$ cat src/rtl/c2p_fifo.sv
// ----------------------------------------------------------------------------
// c2p_fifo
// Small register queue between the front and back halves of the converter.
// ----------------------------------------------------------------------------
module c2p_fifo #(
    parameter int WIDTH = 8,
    parameter int DEPTH = 4
) (
    input  logic             i_clk,
    input  logic             i_rst_n,
    input  logic             i_push,
    input  logic [WIDTH-1:0] i_data,
    output logic             o_full,
    input  logic             i_pop,
    output logic             o_valid,
    output logic [WIDTH-1:0] o_data
);

    localparam int PTR_W = (DEPTH > 1) ? $clog2(DEPTH) : 1;
    localparam int CNT_W = $clog2(DEPTH + 1);
    localparam logic [PTR_W-1:0] LAST = PTR_W'(DEPTH - 1);
    localparam logic [CNT_W-1:0] FULL = CNT_W'(DEPTH);

    logic [WIDTH-1:0] r_mem [0:DEPTH-1];
    logic [PTR_W-1:0] r_wr_ptr;
    logic [PTR_W-1:0] r_rd_ptr;
    logic [CNT_W-1:0] r_count;
    logic             do_push;
    logic             do_pop;

    assign o_full  = (r_count == FULL);
    assign o_valid = (r_count != '0);
    assign o_data  = r_mem[r_rd_ptr];
    assign do_push = i_push && !o_full;
    assign do_pop  = i_pop && o_valid;

    always_ff @(posedge i_clk) begin
        if (do_push) begin
            r_mem[r_wr_ptr] <= i_data;
        end
    end

    always_ff @(posedge i_clk) begin
        if (!i_rst_n) begin
            r_wr_ptr <= '0;
            r_rd_ptr <= '0;
            r_count  <= '0;
        end else begin
            if (do_push) begin
                r_wr_ptr <= (r_wr_ptr == LAST) ? '0 : r_wr_ptr + 1'b1;
            end
            if (do_pop) begin
                r_rd_ptr <= (r_rd_ptr == LAST) ? '0 : r_rd_ptr + 1'b1;
            end
            if (do_push && !do_pop) begin
                r_count <= r_count + 1'b1;
            end else if (do_pop && !do_push) begin
                r_count <= r_count - 1'b1;
            end
        end
    end

endmodule

$ cat config.mk
export PLATFORM = sky130hd
export DESIGN_NAME = c2p_fifo
export DESIGN_NICKNAME = d
export VERILOG_FILES = /design/src/rtl/c2p_fifo.sv
export SDC_FILE = /design/constraint.sdc
export NUM_CORES = 1
export LEC_CHECK = 0
export BUFFER_PORTS_ARGS = -buffer_cell sky130_fd_sc_hd__buf_2
export CAP_MARGIN = 0
export CORE_ASPECT_RATIO = 0.6
export CORE_MARGIN = 2
export CORE_UTILIZATION = 59
export DETAILED_ROUTE_END_ITERATION = 10
export PLACE_DENSITY = 0.89
export RECOVER_POWER = 50
export SKIP_CTS_REPAIR_TIMING = 1
export SYNTH_ARGS = -nofsm -noshare
export SYNTH_HDL_FRONTEND = slang
export SYNTH_SLANG_ARGS = --single-unit
$ cat constraint.sdc
create_clock -name i_clk -period 5.8 [get_ports i_clk]
set_clock_uncertainty 0.2 [all_clocks]
set_input_delay 0.29 -clock i_clk [delete_from_list [all_inputs] [get_ports i_clk]]
set_output_delay 0.29 -clock i_clk [all_outputs]
set_load 0.01 [all_outputs]
Word level (Yosys, flattened, before mapping):

Memories as Yosys holds them, arrays and structs flattened. A register that Yosys moved wholly into a read port is not among the register bits.
Index checks and enable logic that the tools add are counted.

* register bits: 7
* bits in latches: 0
* memory bits (writable): 32
* memory bits (read-only): 0
* bits of input ports: 12
* output and inout port bits: 10
* word-level logic and storage cells: 28
* memories: 1

* add/subtract/negate cells: 4
* $mul: 0
* div/mod/pow operators: 0
* $lt $le $gt $ge: 0
* equal/unequal tests: 3
* shift-type cells: 0
* mux-type cells: 8
* bitwise logic cells: 0
* reduce and logical (&&, ||, !) cells: 9

Memory list
* r_mem: depth 4, bits a word 8, rd ports 1, clocked after Yosys merged registers in 1, wr ports 1, line 24 `logic [WIDTH-1:0] r_mem [0:DEPTH-1];`

Operators with widths (number)
* 2-bit two-way mux: 4
* 3-bit two-way mux: 2
* 2-bit by 1-bit adder with 2-bit output (second input constant): 2
* 2-bit == test (second input constant): 2
* 1-bit logical AND: 4
* 3-bit by 1-bit adder with 3-bit output (second input constant): 1
* 3-bit == test (second input constant): 1
* 1-bit logical NOT: 3
* 3-bit nonzero test: 1
* 3-bit by 1-bit subtractor with 3-bit output (second input constant): 1
* 1-bit two-way mux: 2
* 2-bit nonzero test: 1

Logic depth before layout (Yosys ltp):

* depth in word-level cells: 7
* gate-level depth with buffers: 9
* mapped depth without buffers: 8

Worst setup path before layout:

OpenSTA, ideal clock, no wires.

* path type: register -> register
* from: register r_count[0]
* to: register r_count[2]
* setup time: 76 ps
* data arrival time: 2014 ps
* data required time: 5524 ps
* slack: 3511 ps
* stages on the path, launching flop included: 8
* buffers on the path: 0
* cell sequence: dfxtp_1 o31ai_1 ha_1 inv_1 fa_1 xor2_1 or3_1 a21boi_0

* word-level cells in the longest chain between the ends: 6
* elaborated cells between the ends (all ways): 14
* those cells by class: add/sub (2); eq/ne (1); mux (2); reduce/logical (9)

RTL lines
* start, declared: line 27 `logic [CNT_W-1:0] r_count;`
* start signal, assigned: line 56 `r_count <= r_count + 1'b1;`
* start signal, assigned: line 58 `r_count <= r_count - 1'b1;`
* branches (longest 6 deep; another with 3-bit by 1-bit subtractor with 3-bit output)

Parallel ways; which one is timed is not known. The select of a mux whose other input is x is not followed.
A chain may end at the register's enable or synchronous reset.

Final worst setup path:

Ends and elaborated chain as after synthesis.

==> impl_metrics.toml <==
[floorplan]
ios = 22
core_um2 = 2560
die_w_um = 71.9
die_y_um = 44.8
fp-row-count = 14
initial_utilization_pct = 63.8
die_area_um2 = 3220

[pwr]
p_int_w = 0.000557
leakagePower_nw = 0.646
clkPwrFrac_pct = 24.1
power_switching_w = 0.000221
p_sw_share_pct = 28.4
vdd_drop_max_mv = 0.275
pwr-share-comb_pct = 24.4
p_per_area_nw_per_um2 = 423
seqPwrFrac_pct = 51.5

[routing]
initialDrtViolationCount = 101
vias_per_cell = 5.69
wirelength_um = 2580
wire_per_inst_um = 17.2
ant_nets = 0
drcViolationCount = 0
drt-pass1-iter-count = 4
vias = 854

[synth]
synth_area_um2 = 1630
synth_warnings = 0
ys_types = 23
synth_seq_cells = 41
synth-edff-count = 32
synth-async-reset-ratio_pct = 0
syn_nets = 112
synth.yosys.seq_area_share_pct = 69.9
syn_avg_cell_area_um2 = 17.6
synthFlopType = "edfxtp_1"
syn_inst = 93

[run_status]
status = "completed"

[sta]
rsz0062_at_grt = "false"
worstMarginPinSlew_ns = 0.626
slew_headroom_pct = 57.9
timing.fmax_ghz = 0.375
period_minus_slack_ns = 2.67
setup-tns-final_ns = 0
finalWorstSetupSlack_ns = 3.13
setup_violations = 0
finalHoldViolations = 0
slew_viol_final = 0
period_share_pct = 46.0

[clock_tree]
cts_num_sinks = 41
cts_buffers = 5
clock_tree.buffer_depth = 2
cts-root-buf = "clkbuf_8"
cts-htree-levels = 2
clkTransAtPathRegs_ns = 0.08
clk_latency_ns = 0.28
cts_tree = "yes"

[placement]
globalplace.congestion = 0.669
dpl.cell_count = 142
place_ws_ns = 3.18
dp.final_hpwl_um = 1760
io_buffers = 21

[global_route]
grt_pass1_wl_um = 4000
grt_pass1_vias = 890
antenna_found_initial = 0
grt_start_max_net_pins = 14
grt_use_total_pct = 18.3
grt_overflow = 0

[layout]
seqCellArea_um2 = 1140
finalNetCount = 136
multiInputGateArea_um2 = 458
fillers = 153
final_cells = 150
area_growth_pct = 12.5
diodes = 0
drive_gt1_share_pct = 22.9

[hold_path]
hp-class = "in -> reg"

[job]
drv_cap = 0

[worst_setup_path]
cp-start-kind = "flip-flop"
cpPeakStageDelay_ns = 0.58
cp_max_fo = 5
cp-end-kind = "flip-flop"
cp_slowest_cell = "o31ai_1"
crit_type = "reg -> reg"
crit_required_ns = 5.80
worst_ep_arrival_time_ns = 2.67
crit_chain = "o31ai_1 > ha_1 > inv_1 > fa_1 > xor2_1 > or3_1 > a21boi_0"
power by group through the flow:
| stage | combinational [W] | clock (W) | sequential (W) |
|---|---|---|---|
| 5_1_grt | 0.000206 | 0.000205 | 0.000407 |
| 6_report | 0.000189 | 0.000188 | 0.000400 |
| 4_1_cts | 0.000193 | 0.000191 | 0.000402 |
| 3_3_place_gp | 0.000183 | 0 | 0.000404 |
| 3_5_place_dp | 0.000190 | 0 | 0.000409 |
| 2_1_floorplan | 0.000151 | 0 | 0.000385 |
path summary, 6_finish.rpt:
| kind | cells after the start | end | startpoint | slack, ns |
|---|---|---|---|---|
| max | 7 | r_count[2] | r_count[0] | 3.13 |
| min | 1 | r_mem[0][4] | i_data[4] | 0.06 |
| min reg2reg | 2 | r_wr_ptr[1] | r_wr_ptr[1] | 0.32 |
| max reg2reg | 7 | r_count[2] | r_count[0] | 3.13 |
stage by stage:
| stage | power, W | hold WS, ns | area [µm²] | util, % |
|---|---|---|---|---|
| 4_1_cts | 0.000786 | 0.0109 | 1850 | 72.5 |
| 2_1_floorplan | 0.000535 | 0.189 | 1630 | - |
| 3_3_place_gp | 0.000587 | 0.295 | 1760 | 68.8 |
| 5_1_grt | 0.000819 | 0.0664 | 1840 | 71.8 |
| 6_report | 0.000777 | 0.0637 | 1840 | 71.8 |
| 3_5_place_dp | 0.000599 | 0.300 | 1760 | 68.8 |
cell usage in the layout (no fill, tap or decap), drive strengths merged:
cell and instances:
a21boi 1, and2 5, buf 11, clkbuf 17
clkinvlp 1, dfxtp 9, edfxtp 32, fa 1
ha 6, inv 3, mux2i 3, mux4 8
nand2 6, nand3 2, nor2 2, nor2b 2
nor3b 1, o21ai 3, o31ai 1, or3 2
xnor2 1, xor2 1
final cells by class:
class                           instances  share of cell area (%)
Clock buffer                            7                    4.70
Clock inverter                          1                   0.409
Inverter                                3                   0.613
Multi-Input combinational cell         45                    24.9
Sequential cell                        41                    62.1
Tap cell                               32                    2.18
Timing Repair Buffer                   21                    5.04
kinds of logic (layout without fill, tap and decap cells):
kind of cell,count (synthesis),count (layout),share of synthesized area (%)
buffers and inverters,7,32,1.76
xor gates and xnor gates,2,2,1.07
muxes,11,11,12.9
DFF,41,41,69.9
adders and majority gates,7,7,5.82
AOI/OAI and AO/OA,5,5,1.84
and+or+nand+nor,20,20,6.74
registers in the layout, summed over array words and instances, names as in the netlist, named ones only:
register / count
r_mem: 32
r_count: 3
r_rd_ptr: 2
r_wr_ptr: 2
synthesized netlist by cell type (2+ instances only):
library cell / count / share of area (%)
buf_2: 2 / 0.61
edfxtp_1: 32 / 59
ha_1: 6 / 4.6
dfxtp_1: 9 / 11
mux2i_1: 3 / 1.8
o21ai_0: 3 / 0.92
and2_1: 5 / 1.9
nand2_1: 6 / 1.4
inv_1: 3 / 0.69
nand3_1: 2 / 0.61
mux4_2: 8 / 11
nor2_1: 2 / 0.46
nor2b_1: 2 / 0.77
critical path, delay by kind of cell, from the launching register on:
| family | cells | cell delay [ns] |
|---|---|---|
| buffers and inverters | 1 | 0.06 |
| DFF | 1 | 0.37 |
| adders and majority gates | 2 | 0.70 |
| xor gates and xnor gates | 1 | 0.17 |
| and+or+nand+nor | 1 | 0.32 |
| AOI/OAI and AO/OA | 2 | 0.77 |
layer usage:
layer  GRT usage, %  share of wire [%]
met1           21.8                 40
met2           30.7                 51
met3           7.81                8.0
met4           6.79               0.85
met5              0                  0
Note: power is estimated with default switching activity, not from simulation.
