File: config.mk
export PLATFORM = sky130hd
export DESIGN_NAME = c2p_front
export DESIGN_NICKNAME = d
export VERILOG_FILES = /design/src/rtl/c2p_pkg.sv /design/src/rtl/c2p_front.sv
export SDC_FILE = /design/constraint.sdc
export NUM_CORES = 1
export LEC_CHECK = 0
export ABC_AREA = 1
export BUFFER_PORTS_ARGS = -buffer_cell sky130_fd_sc_hd__buf_2
export CORE_ASPECT_RATIO = 1.75
export CORE_MARGIN = 5
export CORE_UTILIZATION = 35
export DETAILED_ROUTE_END_ITERATION = 16
export PLACE_DENSITY = 0.6
export SYNTH_ARGS = -nofsm -noshare
export SYNTH_HDL_FRONTEND = slang
export SYNTH_SLANG_ARGS = --single-unit
export TNS_END_PERCENT = 10
File: constraint.sdc
create_clock -name i_clk -period 5.2 [get_ports i_clk]
set_input_delay 0.52 -clock i_clk [delete_from_list [all_inputs] [get_ports i_clk]]
set_output_delay 0.52 -clock i_clk [all_outputs]
set_load 0.1 [all_outputs]
File: src/rtl/c2p_pkg.sv
// ----------------------------------------------------------------------------
// c2p_pkg
// Types and constants shared by the cartesian to polar converter: beat
// payloads, the queue entry, word widths and the arctangent table.
// ----------------------------------------------------------------------------
package c2p_pkg;

    localparam int C2P_COMP_W   = 16;
    localparam int C2P_ANGLE_W  = 16;
    localparam int C2P_TURN_W   = 32;
    localparam int C2P_CORDIC_W = 64;
    localparam int C2P_STEPS    = 32;
    localparam int C2P_GUARD    = 58 - C2P_COMP_W;
    localparam int C2P_SUM_W    = 2 * C2P_COMP_W;

    localparam logic [C2P_TURN_W-1:0] C2P_HALF_TURN = 32'h8000_0000;

    // atan(2^-i) as a fraction of a full turn, 32-bit
    localparam logic [C2P_TURN_W-1:0] C2P_ATAN_TURNS [0:C2P_STEPS-1] = '{
        32'h20000000, 32'h12E4051E, 32'h09FB385B, 32'h051111D4,
        32'h028B0D43, 32'h0145D7E1, 32'h00A2F61E, 32'h00517C55,
        32'h0028BE53, 32'h00145F2F, 32'h000A2F98, 32'h000517CC,
        32'h00028BE6, 32'h000145F3, 32'h0000A2FA, 32'h0000517D,
        32'h000028BE, 32'h0000145F, 32'h00000A30, 32'h00000518,
        32'h0000028C, 32'h00000146, 32'h000000A3, 32'h00000051,
        32'h00000029, 32'h00000014, 32'h0000000A, 32'h00000005,
        32'h00000003, 32'h00000001, 32'h00000001, 32'h00000000
    };

    typedef struct packed {
        logic signed [C2P_COMP_W-1:0] x_component;
        logic signed [C2P_COMP_W-1:0] y_component;
    } t_c2p_in;

    typedef struct packed {
        logic [C2P_COMP_W-1:0]  magnitude;
        logic [C2P_ANGLE_W-1:0] angle_turns;
    } t_c2p_out;

    typedef struct packed {
        logic                       half_turn;
        logic                       zero;
        logic signed [C2P_COMP_W:0] x_fold;
        logic signed [C2P_COMP_W:0] y_fold;
        logic [C2P_SUM_W-1:0]       sum_sq;
    } t_c2p_work;

endpackage

File: src/rtl/c2p_front.sv
// ----------------------------------------------------------------------------
// c2p_front
// Accepts input beats, folds the left half plane into the right, flags the
// zero vector and forms x*x + y*y for the root, then queues the work.
// ----------------------------------------------------------------------------
module c2p_front (
    input  logic               i_clk,
    input  logic               i_rst_n,
    input  logic               i_valid,
    output logic               o_ready,
    input  c2p_pkg::t_c2p_in   i_data,
    output logic               o_push,
    output c2p_pkg::t_c2p_work o_work,
    input  logic               i_full
);

    localparam int CW = c2p_pkg::C2P_COMP_W;
    localparam int SW = c2p_pkg::C2P_SUM_W;

    logic                r_s1_valid;
    logic                r_s1_half;
    logic                r_s1_zero;
    logic signed [CW:0]  r_s1_xf;
    logic signed [CW:0]  r_s1_yf;
    logic [CW-1:0]       r_s1_ax;
    logic [CW-1:0]       r_s1_ay;

    logic                r_s2_valid;
    logic                r_s2_half;
    logic                r_s2_zero;
    logic signed [CW:0]  r_s2_xf;
    logic signed [CW:0]  r_s2_yf;
    logic [SW-1:0]       r_s2_px;
    logic [SW-1:0]       r_s2_py;

    logic                s1_ready;
    logic                s2_ready;
    logic signed [CW:0]  xe;
    logic signed [CW:0]  ye;
    logic signed [CW:0]  n_xf;
    logic signed [CW:0]  n_yf;
    logic signed [CW:0]  y_abs;

    assign o_push   = r_s2_valid && !i_full;
    assign s2_ready = !r_s2_valid || o_push;
    assign s1_ready = !r_s1_valid || s2_ready;
    assign o_ready  = s1_ready;

    always_comb begin
        xe    = (CW+1)'(i_data.x_component);
        ye    = (CW+1)'(i_data.y_component);
        n_xf  = xe[CW] ? -xe : xe;
        n_yf  = xe[CW] ? -ye : ye;
        y_abs = ye[CW] ? -ye : ye;
    end

    always_ff @(posedge i_clk) begin
        if (s1_ready) begin
            r_s1_half <= xe[CW];
            r_s1_zero <= (xe == '0) && (ye == '0);
            r_s1_xf   <= n_xf;
            r_s1_yf   <= n_yf;
            r_s1_ax   <= n_xf[CW-1:0];
            r_s1_ay   <= y_abs[CW-1:0];
        end
        if (s2_ready) begin
            r_s2_half <= r_s1_half;
            r_s2_zero <= r_s1_zero;
            r_s2_xf   <= r_s1_xf;
            r_s2_yf   <= r_s1_yf;
            r_s2_px   <= SW'(r_s1_ax) * SW'(r_s1_ax);
            r_s2_py   <= SW'(r_s1_ay) * SW'(r_s1_ay);
        end
    end

    always_ff @(posedge i_clk) begin
        if (!i_rst_n) begin
            r_s1_valid <= 1'b0;
            r_s2_valid <= 1'b0;
        end else begin
            if (s1_ready) begin
                r_s1_valid <= i_valid;
            end
            if (s2_ready) begin
                r_s2_valid <= r_s1_valid;
            end
        end
    end

    always_comb begin
        o_work.half_turn = r_s2_half;
        o_work.zero      = r_s2_zero;
        o_work.x_fold    = r_s2_xf;
        o_work.y_fold    = r_s2_yf;
        o_work.sum_sq    = r_s2_px + r_s2_py;
    end

endmodule

## After elaboration in Yosys (flattened, before gate mapping)

Cells that the tools add are included.

- Add/subtract/negate cells: 3
- $mul: 2
- Mux-type cells: 3
- Reductions and logical operators: 9

Operators with widths:

| kind | number |
|---|---|
| $mul 16x16->32 | 2 |
| $logic_not 17->1 | 2 |
| $neg 16->17 | 2 |
| $add 32x32->32 | 1 |
| $mux 15 | 2 |
| $mux 17 | 1 |
| $logic_not 1->1 | 3 |
| $logic_and 1x1->1 | 2 |
| $logic_or 1x1->1 | 2 |

- Register bits after elaboration: 154
- Output and inout bits: 70
- Logic and storage cells: 33

## Logic depth before layout (Yosys ltp)

- Depth in word-level cells: 4
- Gate-level depth with buffers: 27
- Depth with buffers taken out: 25

## Least setup slack after synthesis

No wires, ideal clock.

- Path kind: reg-to-reg
- Start point: register r_s1_ax[11]
- End point: register r_s2_px[31] (data pin)
- Setup time: 0.252 ns
- Arrival time: 5.139 ns
- Path slack: -0.191 ns
- Cell stages (with the launch flop): 22
- Period minus slack after synthesis: 5.391 ns
- Cells stage by stage: edfxtp_1 -> clkbuf_1 -> clkbuf_1 -> nand2_1 -> fa_1 -> fa_1 -> inv_1 -> fa_1 -> fa_1 -> fa_1 -> inv_1 -> fa_1 -> inv_1 -> ha_1 -> nand2_1 -> inv_1 -> a21oi_1 -> nand3_1 -> nand2_1 -> nand2_1 -> nand2_1 -> nand2_1

- Word-level cells in the longest chain between the ends: 1

Ends and longest elaborated chain:

| element | line | text |
|---|---|---|
| from (decl) | c2p_front.sv:25 | `logic [CW-1:0] r_s1_ax;` |
| from (signal assigned) | c2p_front.sv:63 | `r_s1_ax <= n_xf[CW-1:0];` |
| $mul 16x16->32 | c2p_front.sv:71 | `r_s2_px <= SW'(r_s1_ax) * SW'(r_s1_ax);` |
| to (signal assigned) | c2p_front.sv:71 |  |
| to (decl) | c2p_front.sv:33 | `logic [SW-1:0] r_s2_px;` |

Every way passes these cells.
A chain may end at the register's enable or synchronous reset.

## Worst setup path in the final report

- Start point: register r_s1_ax[12]
- End point: register r_s2_px[18] (data pin)

Same word-level chain as after synthesis.

==> metrics.csv <==
stage,metric,value,unit
timing,finalClockSkew,19.50,ps
synthesis,ys.flop_type,edfxtp_1,
synthesis,syn_inst,3058,
timing,timing.fmax,0.1842,GHz
place,dp_hpwl,54660,um
timing,holdWs,254.3,ps
layout,fillers,6641,
synthesis,yosys.area.top_type,fa_1,
timing,grt_setup_unrepaired,yes,
die,io_pins,106,
detailed_routing,num_vias,19464,
layout,fin_area,29550,sq um
die,initial_core_util,0.3530,
detailed_routing,dr.pass1.iters,5,
synthesis,synth.avg_cell_area,7.807,sq um
timing,period_share,1.044,
detailed_routing,viasPerCell,4.496,
global_routing,grt_pass1_wl,103300,um
global_routing,antenna_found_initial,2,
outcome,violations,setup timing,
timing,min_period,5429,ps
timing,fin_ws,-228.6,ps
layout,antennaDiodeCount,0,
worst_setup_path,startpoint_type,register,
clock_network,holdBufCountCts,0,
timing,slew_headroom,0.5169,
die,die_w,207.4,um
clock_network,cts_buffers,17,
worst_setup_path,arrival,5630,ps
timing,setup_tns,-5167,ps
timing,tightest_slew,724.7,ps
layout,drive_above_1_share,0.2231,
timing,finalSetupViolations,40,
layout,fin_util,0.4369,
die,die-height,355.5,um
worst_setup_path,crit_type,register to register,
synthesis,yosysMostFrequentCell,inv_1,
synthesis,synth.top_cell.area_share,0.2717,
detailed_routing,drc,0,
clock_network,cts_tree,yes,
clock_network,clkLatencyLatePin,450,ps
synthesis,synthArstFlopShare,0,
global_routing,grtUsageTotal,0.1747,
die,num_rows,126,
place,gp_congestion,0.9043,
place,port_buffers,105,
global_routing,grt_pass1_vias,21055,
synthesis,synth.yosys.seq_area_share,0.1866,
worst_setup_path,cp.required,5400,ps
place,dpl_cell_area,27230,sq um
synthesis,yosys-top-cells-count,"inv_1 (868), nand2_1 (862), fa_1 (324)",
synthesis,ys_types,37,
layout,syn2layout_area_growth,23.77,%
die,coreArea,67630,sq um
detailed_routing,wl_per_cell,14.60,um
worst_setup_path,cp_max_fo,4,
clock_network,clockBufferDepth,2,
synthesis,ys_ff_latch,149,
synthesis,synth_edf_count,147,
detailed_routing,drt-initial-drc-count,697,
clock_network,root_buffer,clkbuf_16,
clock_network,numClockSinks,149,
timing,finalHoldViolations,0,
synthesis,synth_fp_nets,3657,
die,die-area,73740,sq um
worst_setup_path,end_kind,register,
outcome,status,finished with violations,
synthesis,yosysWarnings,0,
min_path,hold_path_class,primary input to register,
synthesis,syn-cell-area,23870,sq um
synthesis,synthTopCellsByArea,"fa_1 (27%), edfxtp_1 (18%), inv_1 (14%), nand2_1 (14%), ha_1 (13%)",
detailed_routing,routed_wl,63210,um
timing,drv_slew,0,
clock_network,htree_levels,4,
job,drv_cap,0,
global_routing,grt_start_max_net_pins,56,
layout,finalNetCount,4019,
global_routing,overflow,0,
detailed_routing,detail-route-antenna-nets,0,
clock_network,clkTransAtPathRegs,90,ps
==> registers in the layout, indices dropped and copies added, names as in the netlist, 15 cells and up <==
name and cells:
r_s2_xf 17, r_s1_ax 16, r_s1_ay 15, r_s2_py 30
r_s2_yf 17, r_s2_px 30, r_s1_yf 17
==> cell families (layout without fill, tap and decap cells) <==
| group | Yosys count | count (layout) | share of synthesized area |
|---|---|---|---|
| xor+xnor | 92 | 92 | 0.03375 |
| buf+inv | 942 | 1317 | 0.1488 |
| flops | 149 | 149 | 0.1866 |
| compound gates | 121 | 121 | 0.02809 |
| simple gates | 1191 | 1191 | 0.2059 |
| fa+ha+maj | 563 | 563 | 0.3969 |
==> metal layers <==
layer	vias to the layer above	part of all wire	global-route usage	wire length, um
met5	-	0.00030	0	19
met4	4	0.062	0.08866	3888
met3	189	0.017	0.01383	1075
met2	310	0.59	0.3706	37340
met1	9253	0.33	0.1611	20890
li1	9708	-	-	-
==> placed cells by master, fill, tap and decap left out, types with 52 or more instances in the layout <==
master and count:
ha_1 206, xor2_1 74, fa_1 305, nor2_1 120, nand2_1 772, edfxtp_1 147
nand2_2 85, inv_1 814, inv_2 52, buf_2 107, nand3_1 90, buf_4 277
==> per-stage QoR <==
stage	std cells	setup slack (ps)
floorplan	3058	-16.98
global placement	4236	-396.5
detailed placement	4236	-378.2
CTS	4296	-164.6
global route	4329	-442.9
finish	4329	-228.6
==> cell type report <==
cell class | instances | area [sq um] | area share
flip-flops and latches | 149 | 4454 | 0.1507
multi-input cells | 1967 | 17060 | 0.5773
clock buffers | 17 | 425.4 | 0.01440
inverters | 869 | 3269 | 0.1106
well taps | 896 | 1121 | 0.03794
repair buffers | 416 | 3025 | 0.1024
clock inverters | 15 | 196.4 | 0.006648
==> critical path, cell delays in order (launching register included) <==
cell and delay (ps):
edfxtp_1 460, buf_6 170, buf_4 130, nand2_1 60
inv_2 50, fa_1 540, inv_2 50, fa_1 540
inv_1 60, fa_1 580, fa_2 450, fa_1 490
inv_1 50, fa_1 490, inv_2 50, ha_4 270
nand2_1 60, inv_2 90, nand2_2 80, nor3_2 150
nand2_1 80, nand2_2 80, xor2_1 70, buf_4 140
==> final timing paths <==
path	startpoint	to	slack (ps)	cells after the start
worst max-delay path	r_s1_ax[12]	r_s2_px[18]	-230	23
worst min-delay path	i_data[16]	r_s1_ax[0]	250	1
worst max register to register	r_s1_ax[12]	r_s2_px[18]	-230	23
worst min register to register	r_s1_yf[4]	r_s2_yf[4]	400	0
==> what timing repair did <==
action	CTS	global route
pin swaps	61	108
endpoints found under the setup margin	44	46
hold endpoints to repair	0	0
setup buffers	29	33
gates resized for setup	127	208
gates cloned	0	2
Power is left out: the tool's default activity adds up to more than one toggle a clock period on the data nets, which glitch-free logic cannot reach.
